File: config.mk
export PLATFORM = sky130hd
export DESIGN_NAME = pooled_indexed_linked_list
export DESIGN_NICKNAME = d
export VERILOG_FILES = /design/src/hw/rtl/pil_pkg.sv /design/src/hw/rtl/pil_store.sv /design/src/hw/rtl/pooled_indexed_linked_list.sv
export VERILOG_INCLUDE_DIRS = /design/src /design/src/hw/rtl
export SDC_FILE = /design/constraint.sdc
export NUM_CORES = 2
export LEC_CHECK = 0
export BUFFER_PORTS_ARGS = -buffer_cell sky130_fd_sc_hd__buf_2
export CORE_UTILIZATION = 45
export CTS_CLUSTER_DIAMETER = 150
export DETAILED_ROUTE_END_ITERATION = 6
export GPL_ROUTABILITY_DRIVEN = 0
export PLACE_DENSITY = 0.7
export SKIP_CTS_REPAIR_TIMING = 1
export SLEW_MARGIN = 40
export SYNTH_ARGS = -nofsm -noshare
export SYNTH_HDL_FRONTEND = slang
export SYNTH_SLANG_ARGS = --single-unit
File: constraint.sdc
create_clock -name clk_i -period 4.15 [get_ports clk_i]
set_input_delay 0.415 -clock clk_i [delete_from_list [all_inputs] [get_ports clk_i]]
set_output_delay 0.415 -clock clk_i [all_outputs]
set_load 0.1 [all_outputs]
File: src/hw/rtl/pooled_indexed_linked_list_defines.svh
// Assertion macros for the pooled indexed linked list.
// Included by the top level; needs no package.
`ifndef POOLED_INDEXED_LINKED_LIST_DEFINES_SVH
`define POOLED_INDEXED_LINKED_LIST_DEFINES_SVH

// A condition that must hold at every clock edge outside reset.
`define PIL_ASSERT_NOW(label, clk, rst_n, expr, msg) \
  label: assert property (@(posedge clk) disable iff (!rst_n) (expr)) else $error(msg);

// A condition that must hold in the cycle after its trigger.
`define PIL_ASSERT_NEXT(label, clk, rst_n, ante, cons, msg) \
  label: assert property (@(posedge clk) disable iff (!rst_n) (ante) |=> (cons)) else $error(msg);

`endif

File: src/hw/rtl/pil_pkg.sv
// Shared types and constants for the pooled indexed linked list.
// Used by pil_store and pooled_indexed_linked_list; depends on nothing.
package pil_pkg;

  localparam int MODE_W   = 2;
  localparam int POS_W    = 6;
  localparam int SIZE_W   = 7;
  localparam int STATUS_W = 2;

  localparam logic [MODE_W-1:0] MODE_INSERT = 2'd0;
  localparam logic [MODE_W-1:0] MODE_DELETE = 2'd1;
  localparam logic [MODE_W-1:0] MODE_SIZE   = 2'd2;

  localparam logic [STATUS_W-1:0] STATUS_OK    = 2'd0;
  localparam logic [STATUS_W-1:0] STATUS_FULL  = 2'd1;
  localparam logic [STATUS_W-1:0] STATUS_RANGE = 2'd2;

  typedef enum logic [2:0] {
    S_CLEAR,
    S_IDLE,
    S_SCAN,
    S_WALK,
    S_INS,
    S_DEL,
    S_DONE
  } state_e;

  // Write enables of the three slot stores.
  typedef struct packed {
    logic link;
    logic busy;
    logic word;
  } wen_t;

endpackage

File: src/hw/rtl/pil_store.sv
// Slot pool storage: next links, busy flags and data words, each with one
// write port and one registered read port. Depends on pil_pkg.
module pil_store #(
  parameter int POOL_SIZE  = 64,
  parameter int WORD_WIDTH = 32,
  localparam int PW = $clog2(POOL_SIZE)
) (
  input  logic                  clk_i,
  input  pil_pkg::wen_t         wen_i,
  input  logic [PW-1:0]         link_waddr_i,
  input  logic [PW-1:0]         link_wdata_i,
  input  logic [PW-1:0]         link_raddr_i,
  input  logic [PW-1:0]         slot_waddr_i,
  input  logic                  busy_wdata_i,
  input  logic [WORD_WIDTH-1:0] word_wdata_i,
  input  logic [PW-1:0]         busy_raddr_i,
  output logic [PW-1:0]         link_rdata_o,
  output logic                  busy_rdata_o,
  output logic [WORD_WIDTH-1:0] word_rdata_o
);

  logic [PW-1:0]         link_mem [POOL_SIZE];
  logic                  busy_mem [POOL_SIZE];
  logic [WORD_WIDTH-1:0] word_mem [POOL_SIZE];

  always_ff @(posedge clk_i) begin
    if (wen_i.link) begin
      link_mem[link_waddr_i] <= link_wdata_i;
    end
    link_rdata_o <= link_mem[link_raddr_i];
  end

  always_ff @(posedge clk_i) begin
    if (wen_i.busy) begin
      busy_mem[slot_waddr_i] <= busy_wdata_i;
    end
    busy_rdata_o <= busy_mem[busy_raddr_i];
  end

  // The data word is read at the same slot as the link.
  always_ff @(posedge clk_i) begin
    if (wen_i.word) begin
      word_mem[slot_waddr_i] <= word_wdata_i;
    end
    word_rdata_o <= word_mem[link_raddr_i];
  end

endmodule

File: src/hw/rtl/pooled_indexed_linked_list.sv
// Pooled indexed linked list: an ordered list of words threaded through POOL_SIZE slots held
// in memories with one write and one read port (pil_store), driven by pil_pkg types and a
// small sequencer. After reset the block clears its busy flags slot by slot and holds
// in_stall_o high. Each operation then runs alone: a size query or an error result goes
// straight to the done state and then to the output register; a delete at position P walks
// the list with one link-memory read per hop; an insert first scans the busy flags for the
// lowest free slot, then walks P - 1 hops and links the slot in. The result sits in an
// output register, so the next beat is taken while it waits.
`include "pooled_indexed_linked_list_defines.svh"

module pooled_indexed_linked_list #(
  parameter int POOL_SIZE  = 64,
  parameter int WORD_WIDTH = 32
) (
  input  logic                           clk_i,
  input  logic                           rst_ni,
  input  logic                           in_valid_i,
  output logic                           in_stall_o,
  input  logic [pil_pkg::MODE_W-1:0]     mode_i,
  input  logic [pil_pkg::POS_W-1:0]      position_i,
  input  logic [WORD_WIDTH-1:0]          data_in_i,
  output logic                           out_valid_o,
  input  logic                           out_stall_i,
  output logic [WORD_WIDTH-1:0]          data_out_o,
  output logic [pil_pkg::SIZE_W-1:0]     list_size_o,
  output logic [pil_pkg::STATUS_W-1:0]   status_o
);

  localparam int PW   = $clog2(POOL_SIZE);
  localparam int CW   = $clog2(POOL_SIZE + 1);
  localparam int CMPW = (CW > pil_pkg::POS_W) ? CW : pil_pkg::POS_W;
  localparam logic [PW-1:0] LAST_SLOT = PW'(POOL_SIZE - 1);

  pil_pkg::state_e state_q, state_d;

  logic [PW-1:0]                   idx_q, idx_d;
  logic [PW-1:0]                   chk_q, chk_d;
  logic                            pend_q, pend_d;
  logic [PW-1:0]                   cur_q, cur_d;
  logic [PW-1:0]                   slot_q, slot_d;
  logic [PW-1:0]                   head_q, head_d;
  logic [pil_pkg::POS_W-1:0]       remain_q, remain_d;
  logic [CW-1:0]                   count_q, count_d;
  logic [pil_pkg::MODE_W-1:0]      mode_q, mode_d;
  logic [pil_pkg::POS_W-1:0]       pos_q, pos_d;
  logic [WORD_WIDTH-1:0]           word_q, word_d;
  logic [WORD_WIDTH-1:0]           dout_q, dout_d;
  logic [pil_pkg::STATUS_W-1:0]    st_q, st_d;
  logic                            out_valid_q, out_valid_d;
  logic [WORD_WIDTH-1:0]           out_data_q, out_data_d;
  logic [pil_pkg::SIZE_W-1:0]      out_size_q, out_size_d;
  logic [pil_pkg::STATUS_W-1:0]    out_status_q, out_status_d;

  pil_pkg::wen_t                   wen;
  logic [PW-1:0]                   link_waddr, link_wdata, link_raddr;
  logic [PW-1:0]                   slot_waddr, busy_raddr;
  logic                            busy_wdata;
  logic [WORD_WIDTH-1:0]           word_wdata;
  logic [PW-1:0]                   link_rdata;
  logic                            busy_rdata;
  logic [WORD_WIDTH-1:0]           word_rdata;

  logic [CMPW-1:0]                 pos_ext, cnt_ext;

  assign pos_ext = CMPW'(position_i);
  assign cnt_ext = CMPW'(count_q);

  pil_store #(
    .POOL_SIZE  (POOL_SIZE),
    .WORD_WIDTH (WORD_WIDTH)
  ) u_store (
    .clk_i        (clk_i),
    .wen_i        (wen),
    .link_waddr_i (link_waddr),
    .link_wdata_i (link_wdata),
    .link_raddr_i (link_raddr),
    .slot_waddr_i (slot_waddr),
    .busy_wdata_i (busy_wdata),
    .word_wdata_i (word_wdata),
    .busy_raddr_i (busy_raddr),
    .link_rdata_o (link_rdata),
    .busy_rdata_o (busy_rdata),
    .word_rdata_o (word_rdata)
  );

  always_ff @(posedge clk_i or negedge rst_ni) begin
    if (!rst_ni) begin
      state_q     <= pil_pkg::S_CLEAR;
      idx_q       <= '0;
      pend_q      <= 1'b0;
      count_q     <= '0;
      out_valid_q <= 1'b0;
    end else begin
      state_q     <= state_d;
      idx_q       <= idx_d;
      pend_q      <= pend_d;
      count_q     <= count_d;
      out_valid_q <= out_valid_d;
    end
  end

  always_ff @(posedge clk_i) begin
    chk_q        <= chk_d;
    cur_q        <= cur_d;
    slot_q       <= slot_d;
    head_q       <= head_d;
    remain_q     <= remain_d;
    mode_q       <= mode_d;
    pos_q        <= pos_d;
    word_q       <= word_d;
    dout_q       <= dout_d;
    st_q         <= st_d;
    out_data_q   <= out_data_d;
    out_size_q   <= out_size_d;
    out_status_q <= out_status_d;
  end

  always_comb begin
    state_d      = state_q;
    idx_d        = idx_q;
    chk_d        = chk_q;
    pend_d       = pend_q;
    cur_d        = cur_q;
    slot_d       = slot_q;
    head_d       = head_q;
    remain_d     = remain_q;
    count_d      = count_q;
    mode_d       = mode_q;
    pos_d        = pos_q;
    word_d       = word_q;
    dout_d       = dout_q;
    st_d         = st_q;
    out_valid_d  = out_valid_q;
    out_data_d   = out_data_q;
    out_size_d   = out_size_q;
    out_status_d = out_status_q;

    wen          = '0;
    link_waddr   = cur_q;
    link_wdata   = slot_q;
    link_raddr   = cur_q;
    slot_waddr   = slot_q;
    busy_wdata   = 1'b0;
    word_wdata   = word_q;
    busy_raddr   = idx_q;
    in_stall_o   = 1'b1;

    if (out_valid_q && !out_stall_i) begin
      out_valid_d = 1'b0;
    end

    case (state_q)
      pil_pkg::S_CLEAR: begin
        wen.busy   = 1'b1;
        slot_waddr = idx_q;
        busy_wdata = 1'b0;
        if (idx_q == LAST_SLOT) begin
          idx_d   = '0;
          state_d = pil_pkg::S_IDLE;
        end else begin
          idx_d = idx_q + PW'(1);
        end
      end

      pil_pkg::S_IDLE: begin
        in_stall_o = 1'b0;
        if (in_valid_i) begin
          mode_d  = mode_i;
          pos_d   = position_i;
          word_d  = data_in_i;
          dout_d  = '0;
          st_d    = pil_pkg::STATUS_OK;
          pend_d  = 1'b0;
          state_d = pil_pkg::S_DONE;
          case (mode_i)
            pil_pkg::MODE_INSERT: begin
              // The full check takes precedence over the position check.
              if (count_q == CW'(POOL_SIZE)) begin
                st_d = pil_pkg::STATUS_FULL;
              end else if (pos_ext > cnt_ext) begin
                st_d = pil_pkg::STATUS_RANGE;
              end else begin
                idx_d   = '0;
                state_d = pil_pkg::S_SCAN;
              end
            end
            pil_pkg::MODE_DELETE: begin
              if (pos_ext >= cnt_ext) begin
                st_d = pil_pkg::STATUS_RANGE;
              end else begin
                link_raddr = head_q;
                cur_d      = head_q;
                slot_d     = head_q;
                if (position_i == '0) begin
                  state_d = pil_pkg::S_DEL;
                end else begin
                  remain_d = position_i - pil_pkg::POS_W'(1);
                  state_d  = pil_pkg::S_WALK;
                end
              end
            end
            default: begin
            end
          endcase
        end
      end

      pil_pkg::S_SCAN: begin
        // One busy flag is read per cycle; chk_q names the slot whose flag is
        // on the read port now.
        busy_raddr = idx_q;
        pend_d     = 1'b1;
        chk_d      = idx_q;
        if (idx_q != LAST_SLOT) begin
          idx_d = idx_q + PW'(1);
        end
        if (pend_q && !busy_rdata) begin
          slot_d = chk_q;
          pend_d = 1'b0;
          if (pos_q == '0) begin
            state_d = pil_pkg::S_INS;
          end else begin
            link_raddr = head_q;
            cur_d      = head_q;
            remain_d   = pos_q - pil_pkg::POS_W'(1);
            state_d    = pil_pkg::S_WALK;
          end
        end
      end

      pil_pkg::S_WALK: begin
        // cur_q is the slot just read; the read data is its next link.
        if (remain_q != '0) begin
          link_raddr = link_rdata;
          cur_d      = link_rdata;
          remain_d   = remain_q - pil_pkg::POS_W'(1);
        end else if (mode_q == pil_pkg::MODE_INSERT) begin
          wen.link   = 1'b1;
          link_waddr = slot_q;
          link_wdata = link_rdata;
          state_d    = pil_pkg::S_INS;
        end else begin
          slot_d     = link_rdata;
          link_raddr = link_rdata;
          state_d    = pil_pkg::S_DEL;
        end
      end

      pil_pkg::S_INS: begin
        wen.busy   = 1'b1;
        wen.word   = 1'b1;
        wen.link   = 1'b1;
        slot_waddr = slot_q;
        busy_wdata = 1'b1;
        word_wdata = word_q;
        if (pos_q == '0) begin
          link_waddr = slot_q;
          link_wdata = head_q;
          head_d     = slot_q;
        end else begin
          link_waddr = cur_q;
          link_wdata = slot_q;
        end
        count_d = count_q + CW'(1);
        state_d = pil_pkg::S_DONE;
      end

      pil_pkg::S_DEL: begin
        // The link and word of the removed slot are on the read ports.
        wen.busy   = 1'b1;
        slot_waddr = slot_q;
        busy_wdata = 1'b0;
        dout_d     = word_rdata;
        if (pos_q == '0) begin
          head_d = link_rdata;
        end else begin
          wen.link   = 1'b1;
          link_waddr = cur_q;
          link_wdata = link_rdata;
        end
        count_d = count_q - CW'(1);
        state_d = pil_pkg::S_DONE;
      end

      pil_pkg::S_DONE: begin
        if (!out_valid_q || !out_stall_i) begin
          out_valid_d  = 1'b1;
          out_data_d   = dout_q;
          out_size_d   = pil_pkg::SIZE_W'(count_q);
          out_status_d = st_q;
          state_d      = pil_pkg::S_IDLE;
        end
      end

      default: begin
        state_d = pil_pkg::S_IDLE;
      end
    endcase
  end

  assign out_valid_o = out_valid_q;
  assign data_out_o  = out_data_q;
  assign list_size_o = out_size_q;
  assign status_o    = out_status_q;

  `PIL_ASSERT_NOW(a_count_bound, clk_i, rst_ni, count_q <= CW'(POOL_SIZE), "word count exceeds pool")
  `PIL_ASSERT_NOW(a_ins_room, clk_i, rst_ni, state_q != pil_pkg::S_INS || count_q != CW'(POOL_SIZE), "insert on full pool")
  `PIL_ASSERT_NOW(a_del_nonempty, clk_i, rst_ni, state_q != pil_pkg::S_DEL || count_q != '0, "delete on empty list")
  `PIL_ASSERT_NEXT(a_count_hold, clk_i, rst_ni, state_q == pil_pkg::S_IDLE || state_q == pil_pkg::S_SCAN || state_q == pil_pkg::S_DONE, $stable(count_q), "count changed outside link update")

endmodule
# Yosys cells after proc, flatten, opt, wreduce, memory -nomap -nowiden
# Memories as Yosys holds them, arrays and structs flattened. A register that Yosys moved wholly into a read port is not among the register bits.
# Cells that the tools add are included.
[totals]
in_bits = 44
memories = 3
ff_bits = 163
elab_cells = 169
ram_bits = 2496
output_inout_bits = 43
[op_classes]
reduce_logical = 29
magnitude_cmp = 2
n_mux = 84
add_sub_neg = 6
n_eq_ne = 27
[memory_table]
columns = ["memory", "depth", "word_bits", "read_ports", "rd_ports_with_merged_regs", "wr", "line_no", "rtl"]
rows = [
  ["u_store.word_mem", 64, 32, 1, 1, 1, "pil_store.sv:24", "logic [WORD_WIDTH-1:0] word_mem [POOL_SIZE];"],
  ["u_store.link_mem", 64, 6, 1, 1, 1, "pil_store.sv:22", "logic [PW-1:0] link_mem [POOL_SIZE];"],
  ["u_store.busy_mem", 64, 1, 1, 1, 1, "pil_store.sv:23", "logic busy_mem [POOL_SIZE];"],
]
[op_table]
columns = ["operator", "count"]
rows = [
  ["two-way mux 6 bit", 37],
  ["case mux 6 bit (3 select lines)", 6],
  ["case mux 32 bit (2 select lines)", 1],
  ["two-way mux 32 bit", 1],
  ["!= test 2 bit, second input constant", 16],
  ["two-way mux 3 bit", 10],
  ["case mux 6 bit (2 select lines)", 2],
  ["two-way mux 1 bit", 18],
  ["case mux 3 bit (6 select lines)", 1],
  ["subtractor 6 x 1 -> 6 bit, second input constant", 3],
  ["case mux 7 bit (2 select lines)", 1],
  ["logical NOT 6 bit", 2],
  ["AND reduction 2 bit", 5],
  ["equality test 3 bit, second input constant", 3],
  ["AND reduction 8 bit", 1],
  ["adder 7 x 1 -> 7 bit, second input constant", 1],
  ["equality test 7 bit, second input constant", 1],
  ["greater-or-equal comparator 6 x 7 -> 1 bit", 1],
  ["> comparator 6 x 7 -> 1 bit", 1],
  ["AND reduction 7 bit", 1],
  ["subtractor 7 x 1 -> 7 bit, second input constant", 1],
  ["adder 6 x 1 -> 6 bit, second input constant", 1],
  ["equality test 3 x 2 -> 1 bit, second input constant", 2],
  ["equality test 6 bit, second input constant", 1],
  ["22 further kinds", 31],
]

# Depth between registers and ports, before layout
[logic_depth]
depth_word = 6
mapped_depth = 19

# Cells and area by module
# Synthesis repeated with hierarchy kept, for this count alone.
[hier_totals]
cells_unflattened = 4738
hier_area_um2 = 104256.2
[modules_own_cells]
columns = ["module", "seq_area_each_um2", "area_each_um2", "cells_per_inst", "instances"]
rows = [
  ["pil_store", 75732.6, 96724.0, 4158, 1],
  ["pooled_indexed_linked_list", 4804.6, 7532.2, 580, 1],
]

# Worst setup path before layout
# OpenSTA, ideal clock, no wires.
[synth_path]
kind = "register -> register"
from = "register pos_q[0] (netlist name)"
to = "memory u_store.link_mem[0][0] (netlist name), data pin"
n_path_buf = 1
path_slack_ps = -111
period_less_slack_ps = 4261
t_arrival_ps = 3712
setup_time_ps = 549
path_stages_with_launch = 11
t_required_ps = 3601
path_cell_list = "edfxtp_1 -> or4_1 -> nor2_1 -> buf_1 -> nand2_1 -> nand2_1 -> a21oi_1 -> o22a_1 -> nand2_1 -> a21oi_1 -> a21oi_1"
[synth_between]
elab_chain_len = 3
elab_cells_between_ends = 4
[synth_rtl]
columns = ["element", "line_no", "rtl"]
rows = [
  ["from (decl)", "pooled_indexed_linked_list.sv:45", "logic [pil_pkg::POS_W-1:0] pos_q, pos_d;"],
  ["from (signal assigned)", "pooled_indexed_linked_list.sv:109", "pos_q <= pos_d;"],
  ["logical NOT 6 bit *", "pooled_indexed_linked_list.sv:256, pooled_indexed_linked_list.sv:274", ""],
  ["two-way mux 6 bit, on equally long branches", "pooled_indexed_linked_list.sv:274, pooled_indexed_linked_list.sv:256", ""],
  ["case mux 6 bit (3 select lines) *", "pooled_indexed_linked_list.sv:152", "case (state_q)"],
  ["named net link_wdata[0]", "pooled_indexed_linked_list.sv:55", "logic [PW-1:0] link_waddr, link_wdata, link_raddr;"],
  ["to (decl)", "pil_store.sv:22", ""],
]
# Mark *: on every way through the listed nets, which the timed path passes. The rest lies on a longest branch.

# Final worst setup path
[layout_path]
from = "register remain_q[2] (netlist name)"
to = "register u_store.word_rdata_o[9] (read register of u_store.word_mem)"
[layout_between]
elab_chain_len = 3
[layout_rtl]
columns = ["element", "line_no", "rtl"]
rows = [
  ["from (decl)", "pooled_indexed_linked_list.sv:42", "logic [pil_pkg::POS_W-1:0] remain_q, remain_d;"],
  ["from (signal assigned)", "pooled_indexed_linked_list.sv:107", "remain_q <= remain_d;"],
  ["nonzero test 6 bit", "pooled_indexed_linked_list.sv:233", "if (remain_q != '0) begin"],
  ["two-way mux 6 bit", "pooled_indexed_linked_list.sv:233", ""],
  ["case mux 6 bit (3 select lines)", "pooled_indexed_linked_list.sv:152", ""],
  ["to (decl)", "pil_store.sv:19", "output logic [WORD_WIDTH-1:0] word_rdata_o"],
]
# No other way between the ends.
# A chain may end at the register's enable or synchronous reset.

==> results.ini <==
[routing]
vias_per_cell=5.990
route.detailed.drc=1
postRouteAntennaNets=0
wl_per_cell_um=27.88
routed_wl_mm=312.0
drt_iter0_drc=9841
vias=67050
firstDrtPassIters=7

[critical_path]
cp_max_fo=7
critPathLaunchType=flip-flop
cp-end-kind=flip-flop
crit_arrival_ns=5.19
cpLargestDelayFamily=simple AND/OR/NAND/NOR gates
path_cells=or4_4, or2_4, and2_4, a22oi_2, o2111a_4, buf_12, buf_12, buf_16, buf_6, mux2i_1, o22ai_1, o21ai_2, nand3_2, buf_6, or4_1
crit_slowest_cell=or4_4
slowest_delay_ns=0.59
path_class=reg -> reg
path_buf_inv=5
cp.required_ns=4.94

[global_route]
grt_pass1_wl_mm=434.3
track_usage_pct=25.15
overflow=0
grt_pass1_vias=63968
antenna_found_initial=21
grt_max_degree=76

[run]
maxCapViolCount=0

[clock_tree]
clock_latency_ns=0.96
root_buffer=clkbuf_16
cts.clk_slew.worst_paths_ns=0.06
cts.sinks=2698
clk_path_buf_depth=4
htreeDepth=5
cts_buffers=292
cts_tree=yes

[floorplanning]
dieArea_sq_um=236500
ioPinCount=87
start_util_pct=45.34
num_rows=177
dieHeight_um=486.3
core_sq_um=232800
die_w_um=486.3

[synthesis]
synth-seq-area-share_pct=76.32
synthFlopType=edfxtp_1
synth_edf_count=2641
synthesis.area_sq_um=105500
avgSynthCellArea_sq_um=14.97
ys_seq_elements=2698
syn_inst=7048
ys_async_sr_fraction_pct=0.6672
ys_warn_count=0
synth_cell_type_count=82
synthesis.nets=7106

[timing]
final.min_clock_period_ns=4.399
worst_slack_ns=-0.2490
slew_viol_final=0
fin_tns_setup_ns=-4.513
holdWs_ns=-0.008029
slew-limit-headroom_pct=37.10
fin_crit_sh_pct=106.0
worst_pin_slew_ns=0.9435
rsz0062_at_grt=true
report.final.hold_viol_count=13
setup_violations=37
skew_ns=0.07052
fmaxAchievable_mhz=227.3

[place]
dp_hpwl_mm=183.8
portBuffers=86
dp_worst_setup_slack_ns=-0.8480

[power_and_ir_drop]
power.total_w=0.1133
vdd_drop_max_mv=0.7959
p_per_area_nw_per_um2=885.2
leakagePower_nw=45.67

[cells_and_area]
syn2layout_area_growth_pct=21.26
drive_above_1_share_pct=19.19
layout_commonest_cell=edfxtp_1
layout_common_cells=edfxtp_1, nand2_1, mux2i_1
final_nets=7901

[status]
status=finished, violations left
violations=DRC, hold timing, setup timing

[hold_path]
min_path_type=in -> async

## worst paths after layout
check                      cells past startpoint  slack (ns)                       to         from
hold reg to reg                                0        0.42           data_out_o[30]   dout_q[30]
setup reg to reg                              15       -0.25  u_store.word_rdata_o[9]  remain_q[2]
max in group asynchronous                      2        3.82               state_q[0]       rst_ni
hold / removal                                 2      -0.008            busy_raddr[0]       rst_ni
min in group clk_i                             4        0.12                   pend_q   in_valid_i
setup / recovery                              15       -0.25  u_store.word_rdata_o[9]  remain_q[2]
## layout make-up
class	count	area, sq um
diodes	9	22.52
clock buffers	364	7910
clock inverters	139	1379
fillers	17765	104800
inverters	20	77.57
multi-input cells	3914	24330
flip-flops and latches	2698	80540
well taps	3132	3919
repair buffers	917	9787
## where the power goes
part	switching [W]	internal, W
Sequential	0.000779	0.0326
Clock	0.0104	0.0151
Combinational	0.0333	0.0211
## layer usage
layer  GRT usage (%)  wire length, um
met5               0               40
met3           5.264            35600
met4           13.93            19870
met1           32.55           112500
met2           39.64           144000
## synth_stat cells, drive strengths merged (34+ instances only)
master | count | area [sq um]
nor2 | 233 | 874.6
o22ai | 280 | 1752
o221ai | 34 | 297.8
a31oi | 48 | 300.3
a21oi | 360 | 1809
mux2i | 659 | 6596
edfxtp | 2641 | 79310
dfxtp | 39 | 780.8
o21ai | 172 | 860.8
and3 | 53 | 331.6
nor4 | 68 | 425.4
nand3 | 439 | 2230
clkbuf | 167 | 626.9
nand4 | 51 | 367.9
nand2 | 1292 | 4867
or4 | 38 | 289.0
buf | 249 | 1371
## sequential cells by signal, indices dropped and copies added (netlist names), 7 cells and up
name	count
u_store.word_mem	2048
u_store.link_mem	384
u_store.busy_mem	64
data_out_o	32
dout_q	32
u_store.word_rdata_o	32
word_q	32
cnt_ext	7
list_size_o	7
## stage by stage
| step | instance area (sq um) | hold slack [ns] | std cells | utilization, % |
|---|---|---|---|---|
| 2_1_floorplan | 105500 | 0.1194 | 7048 | - |
| 3_3_place_gp | 115700 | 0.3927 | 10525 | 49.69 |
| 3_5_place_dp | 115700 | 0.3807 | 10528 | 49.72 |
| 4_1_cts | 125000 | -0.5966 | 11031 | 53.71 |
| 5_1_grt | 128000 | 0.008322 | 11187 | 54.97 |
| 6_report | 128000 | -0.008029 | 11193 | 54.98 |
## kinds of logic (layout without fill, tap and decap cells)
logic type / Yosys count / in the layout / synth area share (%)
multiplexers: 684 / 684 / 6.742
buffers and inverters: 436 / 1440 / 1.965
flip-flops: 2698 / 2698 / 76.32
AO/OA/AOI/OAI: 969 / 969 / 5.437
XOR/XNOR: 10 / 10 / 0.08300
other: 0 / 9 / 0
adder cells (fa/ha/maj): 14 / 14 / 0.1731
AND/OR/NAND/NOR: 2237 / 2237 / 9.284
Note: power is estimated with default switching activity, not from simulation.
